--- config.mk ---
export PLATFORM = sky130hd
export DESIGN_NAME = tfm_ram
export DESIGN_NICKNAME = d
export VERILOG_FILES = /design/src/sv/topic_filter_match_table_unit_macros.svh /design/src/sv/tfm_ram.sv
export SDC_FILE = /design/constraint.sdc
export NUM_CORES = 1
export LEC_CHECK = 0
export BUFFER_PORTS_ARGS = -buffer_cell sky130_fd_sc_hd__buf_2
export CAP_MARGIN = 25
export CORE_MARGIN = 2
export CORE_UTILIZATION = 40
export CTS_CLUSTER_SIZE = 20
export DETAILED_ROUTE_END_ITERATION = 8
export HOLD_SLACK_MARGIN = 0.02
export PLACE_DENSITY_LB_ADDON = 0.05
export SLEW_MARGIN = 20
export SYNTH_ARGS = -nofsm -noshare
export SYNTH_HDL_FRONTEND = slang
export SYNTH_SLANG_ARGS = --single-unit
--- constraint.sdc ---
create_clock -name clk -period 3.9 [get_ports clk]
set_input_delay 0.195 -clock clk [delete_from_list [all_inputs] [get_ports clk]]
set_output_delay 0.195 -clock clk [all_outputs]
set_load 0.03 [all_outputs]
--- src/sv/topic_filter_match_table_unit_macros.svh ---
// Assertion macros for the topic filter match table.
// Included by the top level; the bodies are empty when SYNTH is defined.
`ifndef TOPIC_FILTER_MATCH_TABLE_UNIT_MACROS_SVH
`define TOPIC_FILTER_MATCH_TABLE_UNIT_MACROS_SVH
`ifndef SYNTH
`define TFM_ASSERT_IMP(lbl, ante, cons) \
	lbl: assert property (@(posedge clk) disable iff (!arst_n) (ante) |-> (cons)) \
		else $error("topic filter table check failed");
`define TFM_ASSERT_NXT(lbl, ante, cons) \
	lbl: assert property (@(posedge clk) disable iff (!arst_n) (ante) |=> (cons)) \
		else $error("topic filter table check failed");
`else
`define TFM_ASSERT_IMP(lbl, ante, cons)
`define TFM_ASSERT_NXT(lbl, ante, cons)
`endif
`endif

--- src/sv/tfm_ram.sv ---
// Generic RAM with one write port and two registered read ports.
// Reads return the old contents when a port reads the address being written.
module tfm_ram #(
	parameter int WIDTH = 8,
	parameter int DEPTH = 64
) (
	input  logic                     clk,
	input  logic                     wr_en,
	input  logic [$clog2(DEPTH)-1:0] wr_addr,
	input  logic [WIDTH-1:0]         wr_data,
	input  logic [$clog2(DEPTH)-1:0] rd_addr_a,
	output logic [WIDTH-1:0]         rd_data_a,
	input  logic [$clog2(DEPTH)-1:0] rd_addr_b,
	output logic [WIDTH-1:0]         rd_data_b
);

	logic [WIDTH-1:0] mem_q [DEPTH];
	logic [WIDTH-1:0] rd_a_q;
	logic [WIDTH-1:0] rd_b_q;

	always_ff @(posedge clk) begin
		if (wr_en) begin
			mem_q[wr_addr] <= wr_data;
		end
		rd_a_q <= mem_q[rd_addr_a];
		rd_b_q <= mem_q[rd_addr_b];
	end

	assign rd_data_a = rd_a_q;
	assign rd_data_b = rd_b_q;

endmodule

==> results.json, run 1 <==
{
  "run_status": "finished clean",
  "cts_sinks": 528,
  "synthDistinctLibCells": 38,
  "syn_nets": 1239,
  "wire_per_inst_um": 33.8,
  "critPathKind": "input port to flip-flop",
  "dieArea_um2": 62700,
  "antenna_left": 0,
  "synth_xor_xnor_area_share_pct": 0,
  "syn-cell-area_um2": 24300,
  "holdBufCountCts": 1,
  "drv_cap": 0,
  "synth_ff_type": "edfxtp_1",
  "syn_avg_cell_area_um2": 20.0,
  "synth_compound_area_share_pct": 2.81,
  "async_flop_share_pct": 0,
  "cp_max_fo": 29,
  "stdcell_count": 2122,
  "start_util_pct": 40.4,
  "cp.required_ps": 4400,
  "dpl.cell_count": 2011,
  "synth_seq_area_share_pct": 64.7,
  "rsz0062_at_grt": "no",
  "die_h_um": 250,
  "path_clk_slew_ps": 60,
  "hp-class": "input port to flip-flop",
  "yosys_register_bits": 528,
  "dr.pass1.iters": 5,
  "synthMuxAreaShare_pct": 27.9,
  "yosys.area_share.simple_pct": 2.69,
  "timing.setup.tns_ps": 0,
  "critPathCaptureType": "flip-flop",
  "slew_viol_final": 0,
  "leakagePower_nw": 8.72,
  "route.detailed.drc": 0,
  "final_common_cell": "edfxtp_1",
  "final_util_pct": 45.7,
  "portBuffers": 43,
  "grt_pass1_vias": 13411,
  "finalSetupViolations": 0,
  "synthAdderAreaFrac_pct": 0,
  "antenna_found_initial": 6,
  "grt.total_usage_pct": 23.3,
  "vias_per_cell": 6.16,
  "place_congestion": 0.819,
  "root_buffer": "clkbuf_16",
  "worst_pin_slew_ps": 1030,
  "ctsResizeCount": 0,
  "cts.path.max_buffers": 3,
  "cts_max_level": 2,
  "numCtsBuffers": 57,
  "period_needed_ps": 2150,
  "post-route-period-util_pct": 55.0,
  "drtIter0Drc": 1466,
  "finalHoldViolCount": 0,
  "fillers": 5167,
  "powerDensity_nw_per_um2": 460,
  "start_kind": "input port",
  "peakVddDrop_uv": 455,
  "via_count": 13073,
  "synth_edf_count": 512,
  "io_pins": 44,
  "clkLatencyLatePin_ps": 630,
  "fin_skew_ps": 40.2,
  "coreArea_um2": 60100,
  "grt_max_degree": 68,
  "routed_wl_mm": 71.7,
  "fmax_mhz": 466,
  "synth_top_family_by_area": "multiplexers",
  "syn_inst": 1211,
  "cts_tree": "done",
  "slew_headroom_pct": 31.1,
  "final_cell_mix": "512 x edfxtp_1, 270 x mux4_2, 74 x nor2_1, 66 x mux2i_1, 64 x buf_4",
  "synthToLayoutAreaGrowth_pct": 13.3,
  "drive_gt1_share_pct": 34.8,
  "yosysWarnings": 0,
  "hpwlAfterDp_mm": 47.4,
  "cp_data_arrival_time_ps": 2640,
  "cts_setup_buffers": 0,
  "grt_pass1_wl_mm": 102,
  "dieWidth_um": 250,
  "rows": 90,
  "grt.overflow.total": 0,
  "nNetsFinal": 1320
}
[cell usage after synthesis, types with 3 or more instances]
library cell / count / area (um2)
nand2_1: 28 / 105
o22ai_1: 20 / 125
buf_4: 12 / 90.1
edfxtp_1: 512 / 15400
nor2_1: 75 / 282
nand4_1: 3 / 18.8
a221o_1: 5 / 50.1
nand2b_1: 6 / 37.5
dfxtp_1: 16 / 320
buf_2: 31 / 155
and2_1: 3 / 18.8
clkbuf_1: 34 / 128
o21ai_0: 17 / 85.1
buf_6: 5 / 56.3
o211ai_1: 3 / 22.5
o31a_1: 5 / 43.8
mux2i_1: 66 / 661
a21oi_1: 10 / 50.1
o21ai_1: 7 / 35.0
nand3_1: 20 / 100
o221ai_1: 5 / 43.8
nor2b_1: 8 / 50.1
buf_1: 11 / 41.3
mux4_2: 270 / 6080
a22oi_1: 14 / 105
a221oi_1: 7 / 61.3
[where the power goes]
group	leakage [nW]	internal, mW	total [mW]	switching [mW]
registers	4.74	6.28	6.33	0.0489
logic	3.09	0.422	1.09	0.664
clock network	0.885	3.03	5.25	2.21
total	8.72	9.73	12.7	2.93
[logic make-up (layout without fill, tap and decap cells)]
logic type | count (synthesis) | after routing
flops | 528 | 528
mux | 338 | 338
simple gates | 149 | 149
compound gates | 100 | 100
buf+inv | 96 | 223
other cells | 0 | 2
[per-stage QoR]
step	instance area [um2]	setup WS [ps]	hold WS [ps]	total power, mW
detailed placement	25700	1120	640	7.54
floorplan	24300	1890	294	7.07
finish	27500	1750	70.6	12.7
global placement	25600	1110	632	7.54
CTS	27500	1790	46.8	12.8
global route	27500	1660	54.6	13.0
[state kept, by name, summed over array words and instances (netlist names)]
| signal | count |
|---|---|
| mem_q | 512 |
| rd_data_a | 8 |
| rd_data_b | 8 |
[final cells by class]
type                       instances  area [um2]  area share (%)
antenna                            2        5.00          0.0182
clock buffer                      75        1590            5.77
clock inverter                    30         211           0.769
inverter                           3        11.3          0.0410
multi-input combinational        587        8100            29.5
sequential                       528       15700            57.1
tap                              782         978            3.56
timing repair buffer             115         906            3.29
[metal layers]
metal	share of wire, %	global-route usage, %
met4	2.2	5.59
met5	0.032	0
met1	44	34.2
met2	46	35.7
met3	7.7	4.93
[critical path, stage by stage]
cell and delay [ps]:
buf_6 310, buf_4 520, buf_4 400, mux4_2 360, mux2i_1 360, a21oi_1 150
a32oi_1 200, o211ai_1 110
[worst paths after layout]
check	slack [ps]	endpoint	cells after the start	from
setup reg to reg	1840	rd_data_b[6]$_DFF_P_	5	mem_q[23][6]$_DFFE_PP_
setup / recovery	1750	rd_data_a[4]$_DFF_P_	8	rd_addr_a[1]
hold / removal	70	rd_data_b[7]$_DFF_P_	3	rd_addr_b[4]
hold reg to reg	810	rd_data_b[3]$_DFF_P_	5	mem_q[31][3]$_DFFE_PP_
Note: power is estimated with default switching activity, not from simulation.
==> inputs of run 2 (changes only) <==
Settings changed: ABC_AREA from default to 1.
Clock period 3.9 ns to 1.7 ns, I/O delays scaled along.
==> results.json, run 2 <==
{
  "io_pins": 44,
  "clkLatencyLatePin_ps": 640,
  "syn_inst": 3008,
  "grt.overflow.total": 0,
  "critPathCaptureType": "flip-flop",
  "min_path_cells": 6,
  "finalSetupViolations": 0,
  "drive_gt1_share_pct": 13.4,
  "grt.total_usage_pct": 28.5,
  "fin_skew_ps": 25.1,
  "cpMaxStageDelayCell": "edfxtp_1",
  "fmax_mhz": 647,
  "cp_data_arrival_time_ps": 2080,
  "rows": 94,
  "dpl-instance-area_um2": 29600,
  "multiInputGateArea_um2": 9580,
  "yosys-top-cells-area": "edfxtp_1 57%, nand2_1 18%, nand3_1 16%",
  "largest_reg_flops": 512,
  "final_common_cell": "nand2_1",
  "cpLargestDelayFamily": "simple AND/OR/NAND/NOR gates",
  "hp-class": "input port to flip-flop",
  "grt_max_degree": 65,
  "yosysWarnings": 0,
  "worst_pin_slew_ps": 590,
  "critPathBufInv": 0,
  "dr.pass1.iters": 8,
  "synthDistinctLibCells": 17,
  "root_buffer": "clkbuf_16",
  "r2r_start": "mem_q[62][2]$_DFFE_PP_",
  "routed_wl_mm": 99.8,
  "worstReg2RegEnd": "rd_data_b[2]$_DFF_P_",
  "run_status": "finished clean",
  "finalHoldViolCount": 0,
  "portBuffers": 43,
  "powerDensity_nw_per_um2": 1020,
  "syn_avg_cell_area_um2": 8.90,
  "synth_ff_type": "edfxtp_1",
  "cts_tree": "done",
  "regMostFlops": "mem_q",
  "yosys_register_bits": 528,
  "drtIter0Drc": 2808,
  "dieArea_um2": 69000,
  "cts_sinks": 528,
  "worst_slack_ps": 155,
  "wire_per_inst_um": 24.3,
  "crit_chain": "nand2_1, nand3_1, nand3_1, nand2_1, nand2_1, nand3_1, nand3_1, nand2_1",
  "whs_ps": 63.4,
  "die_h_um": 263,
  "min_from": "rd_addr_a[3]",
  "post-route-period-util_pct": 90.9,
  "post-place-ws_ps": -94.0,
  "antenna_left": 0,
  "slew_viol_final": 0,
  "cp_max_fo": 2,
  "leakagePower_nw": 12.8,
  "peakVddDrop_uv": 768,
  "cp.required_ps": 2230,
  "path_clk_slew_ps": 60,
  "grt_pass1_wl_mm": 147,
  "critPathKind": "flip-flop to flip-flop",
  "hpwlAfterDp_mm": 65.7,
  "rrSetupSlack_ps": 150,
  "rsz0062_at_grt": "no",
  "yosysMostFrequentCell": "nand2_1",
  "final_cell_mix": "1,296 x nand2_1, 871 x nand3_1, 512 x edfxtp_1, 225 x buf_4",
  "nNetsFinal": 3216,
  "start_kind": "flip-flop",
  "numCtsBuffers": 60,
  "ff_latch_area_um2": 15700,
  "r2r_cells": 8,
  "grt_pass1_vias": 22279,
  "antenna_found_initial": 1,
  "synth_largest_area_cell": "edfxtp_1",
  "syn_nets": 3036,
  "dieWidth_um": 263,
  "start_util_pct": 40.6,
  "period_needed_ps": 1550,
  "via_count": 23363,
  "synthToLayoutAreaGrowth_pct": 18.9,
  "final_util_pct": 48.3,
  "stdcell_count": 4101,
  "synth_edf_count": 512,
  "synth_seq_area_share_pct": 58.6,
  "route.detailed.drc": 0,
  "slew_headroom_pct": 60.6,
  "cts.path.max_buffers": 3,
  "coreArea_um2": 66000,
  "design_area_um2": 31900,
  "insertedDiodeCount": 0,
  "synth_top_area_share_pct": 57.4,
  "crit_path_max_incr_delay_ps": 390,
  "min_to": "rd_data_a[7]$_DFF_P_",
  "cts_max_level": 2,
  "fillers": 6096,
  "synthTopCellsByCount": "1,296 x nand2_1, 871 x nand3_1, 512 x edfxtp_1, 117 x buf_2, 56 x nor2_1",
  "place_congestion": 0.894,
  "async_flop_share_pct": 0,
  "drv_cap": 0,
  "syn-cell-area_um2": 26800,
  "dpl.cell_count": 3977,
  "ctsResizeCount": 0,
  "vias_per_cell": 5.70
}
## run 2: changes by cell type after synthesis, sizes merged, moves of 15 or more
cell,delta
buf,+146
o21ai,-24
mux4,-270
nor2,-19
nand2,+1268
mux2i,-66
o22ai,-20
nand3,+851
inv,+15
clkbuf,-17
## run 2: cells by family after synthesis
family,Yosys count,share of synthesized area (%)
buffers and inverters,240,5.78
DFF,528,58.6
and+or+nand+nor,2240,35.6
## run 2: repair_timing
action / CTS / global route
hold buffers: 13 / 0
hold endpoints to repair: 502 / 0
buffers inserted: 0 / 0
## run 2: per-layer routing
| layer | global-route usage, % | part of all wire, % | vias to the layer above |
|---|---|---|---|
| met3 | 3.68 | 8.1 | 188 |
| met1 | 40.2 | 43 | 11314 |
| met4 | 9.35 | 3.3 | 2 |
| li1 | - | - | 10659 |
| met5 | 0 | 0.0080 | - |
| met2 | 45.6 | 46 | 1200 |
## run 2: power by group
group          switching [mW]  internal [mW]  leakage [nW]
sequential             0.0946           14.4          4.74
clock                    5.49           8.73          1.05
combinational            2.61           1.20          6.97
total                    8.19           24.3          12.8
## run 2: tightest hold or removal path, cell delays in order
cell and delay (ps):
buf_2 140, inv_1 90, nand2_1 70, nand3_1 90
nand3_1 90, nand2_1 70
## run 2: how the worst max path moves through the flow
stage	from	endpoint	slack [ps]	cells after the start
after floorplan	wr_en	mem_q[48][0]$_DFFE_PP_	-150	3
after global placement	rd_addr_a[0]	rd_data_a[5]$_DFF_P_	-90	11
after detailed placement	rd_addr_b[0]	rd_data_b[0]$_DFF_P_	-90	12
after CTS	mem_q[63][2]$_DFFE_PP_	rd_data_b[2]$_DFF_P_	220	8
after global routing	mem_q[62][0]$_DFFE_PP_	rd_data_a[0]$_DFF_P_	80	8
final	mem_q[62][2]$_DFFE_PP_	rd_data_b[2]$_DFF_P_	150	8
## run 2: final cells by class
type	count	area share, %
Tap cell	864	3.39
Inverter	18	0.275
Multi-Input combinational cell	2240	30.1
Clock buffer	70	4.96
Sequential cell	528	49.3
Timing Repair Buffer	340	10.2
Clock inverter	41	1.78
## run 2: per-stage QoR
| stage | TNS [ps] | power [mW] |
|---|---|---|
| 6_report | 0 | 32.5 |
| 5_1_grt | 0 | 33.5 |
| 4_1_cts | 0 | 32.7 |
| 3_5_place_dp | -383 | 18.5 |
| 3_3_place_gp | -351 | 18.5 |
| 2_1_floorplan | -9670 | 16.7 |
==> inputs of run 3 (changes only) <==
Settings changed: PLACE_DENSITY_LB_ADDON 0.05 to default.
==> results.json, run 3 (same netlist as run 2, synthesis figures left out) <==
{
  "regMostFlops": "mem_q",
  "place_congestion": 0.912,
  "dieArea_um2": 69000,
  "final_common_cell": "nand2_1",
  "finalSetupViolations": 0,
  "whs_ps": 85.3,
  "vias_per_cell": 5.75,
  "hp-class": "input port to flip-flop",
  "cp.required_ps": 2200,
  "fin_skew_ps": 21.6,
  "finalHoldViolCount": 0,
  "via_count": 23218,
  "wire_per_inst_um": 22.6,
  "final_cell_mix": "1,296 x nand2_1, 871 x nand3_1, 512 x edfxtp_1, 171 x buf_4, 60 x clkbuf_16",
  "worstReg2RegEnd": "rd_data_b[1]$_DFF_P_",
  "rsz0062_at_grt": "no",
  "design_area_um2": 31100,
  "rows": 94,
  "powerDensity_nw_per_um2": 1000,
  "dr.pass1.iters": 7,
  "r2r_start": "mem_q[29][1]$_DFFE_PP_",
  "slew_viol_final": 0,
  "final_util_pct": 47.2,
  "cpMaxStageDelayCell": "edfxtp_1",
  "ctsResizeCount": 0,
  "min_to": "rd_data_a[2]$_DFF_P_",
  "cts_max_level": 2,
  "clkLatencyLatePin_ps": 640,
  "largest_reg_flops": 512,
  "drv_cap": 0,
  "r2r_cells": 8,
  "rrSetupSlack_ps": 170,
  "io_pins": 44,
  "numCtsBuffers": 59,
  "coreArea_um2": 66000,
  "crit_path_max_incr_delay_ps": 380,
  "stdcell_count": 4037,
  "critPathBufInv": 0,
  "grt.overflow.total": 0,
  "cts.path.max_buffers": 3,
  "route.detailed.drc": 0,
  "period_needed_ps": 1530,
  "dpl.cell_count": 3918,
  "slew_headroom_pct": 42.2,
  "cpLargestDelayFamily": "simple AND/OR/NAND/NOR gates",
  "worst_pin_slew_ps": 866,
  "leakagePower_nw": 12.4,
  "critPathCaptureType": "flip-flop",
  "path_clk_slew_ps": 60,
  "crit_chain": "nand2_1, nand3_1, nand3_1, nand2_1, nand2_1, nand3_1, nand3_1, nand2_1",
  "start_kind": "flip-flop",
  "cts_sinks": 528,
  "dpl-instance-area_um2": 29000,
  "die_h_um": 263,
  "root_buffer": "clkbuf_16",
  "drtIter0Drc": 2976,
  "run_status": "finished clean",
  "grt_pass1_wl_mm": 137,
  "finalPower_mw": 31.3,
  "critPathKind": "flip-flop to flip-flop",
  "dieWidth_um": 263,
  "drive_gt1_share_pct": 11.7,
  "min_from": "rd_addr_a[4]",
  "grt.total_usage_pct": 26.0,
  "routed_wl_mm": 91.1,
  "post-route-period-util_pct": 89.8,
  "cp_data_arrival_time_ps": 2030,
  "min_path_cells": 5,
  "grt_pass1_vias": 22338,
  "cts_tree": "done",
  "antenna_left": 0,
  "peakVddDrop_uv": 793,
  "nNetsFinal": 3151,
  "cp_max_fo": 2,
  "fmax_mhz": 655,
  "start_util_pct": 40.6,
  "grt_max_degree": 73,
  "worst-path-stages": 8,
  "antenna_found_initial": 4,
  "synthToLayoutAreaGrowth_pct": 16.2,
  "portBuffers": 43,
  "hpwlAfterDp_mm": 58.6
}
run 3: where the power goes:
group	total (mW)	internal [mW]	leakage, nW	switching [mW]
Sequential	14.5	14.4	4.74	0.105
Combinational	3.54	1.09	6.65	2.45
Clock	13.2	7.89	0.998	5.33
run 3: worst max path at each step:
stage	from	end	slack [ps]
after floorplan	wr_en	mem_q[48][0]$_DFFE_PP_	-150
after global placement	rd_addr_b[1]	rd_data_b[1]$_DFF_P_	-190
after CTS	mem_q[29][1]$_DFFE_PP_	rd_data_b[1]$_DFF_P_	200
after global routing	mem_q[29][1]$_DFFE_PP_	rd_data_b[1]$_DFF_P_	20
after detailed placement	rd_addr_b[1]	rd_data_b[1]$_DFF_P_	-200
final	mem_q[29][1]$_DFFE_PP_	rd_data_b[1]$_DFF_P_	170
run 3: final cells by class:
cell class / instances / area (um2)
fill: 6089 / 34900
sequential: 528 / 15700
multi-input combinational: 2240 / 9540
timing repair buffer: 276 / 2710
clock buffer: 71 / 1600
tap: 864 / 1080
clock inverter: 39 / 408
inverter: 18 / 87.6
antenna: 1 / 2.50
run 3: timing repair:
action	in CTS	in global routing
endpoints found under the hold margin	296	0
endpoints found under the setup margin	0	0
hold buffers	8	0
setup buffers	0	0
run 3: tightest hold or removal path, cell delays in order:
cell and delay (ps):
buf_2 140, buf_4 220, nand3_1 110, nand3_1 80, nand2_1 60
run 3: stage by stage:
| step | TNS (ps) | setup WS (ps) |
|---|---|---|
| 2_1_floorplan | -9670 | -151 |
| 3_3_place_gp | -517 | -194 |
| 3_5_place_dp | -610 | -200 |
| 4_1_cts | 0 | 198 |
| 5_1_grt | 0 | 21.6 |
| 6_report | 0 | 173 |
run 3: routing by layer:
layer / GRT usage (%) / vias up / wire length [um]
met2: 40.7 / 1395 / 40900
met4: 10.1 / 2 / 3430
met1: 35.3 / 11049 / 36600
met3: 5.64 / 239 / 10100
li1: - / 10533 / -
met5: 0 / - / 7
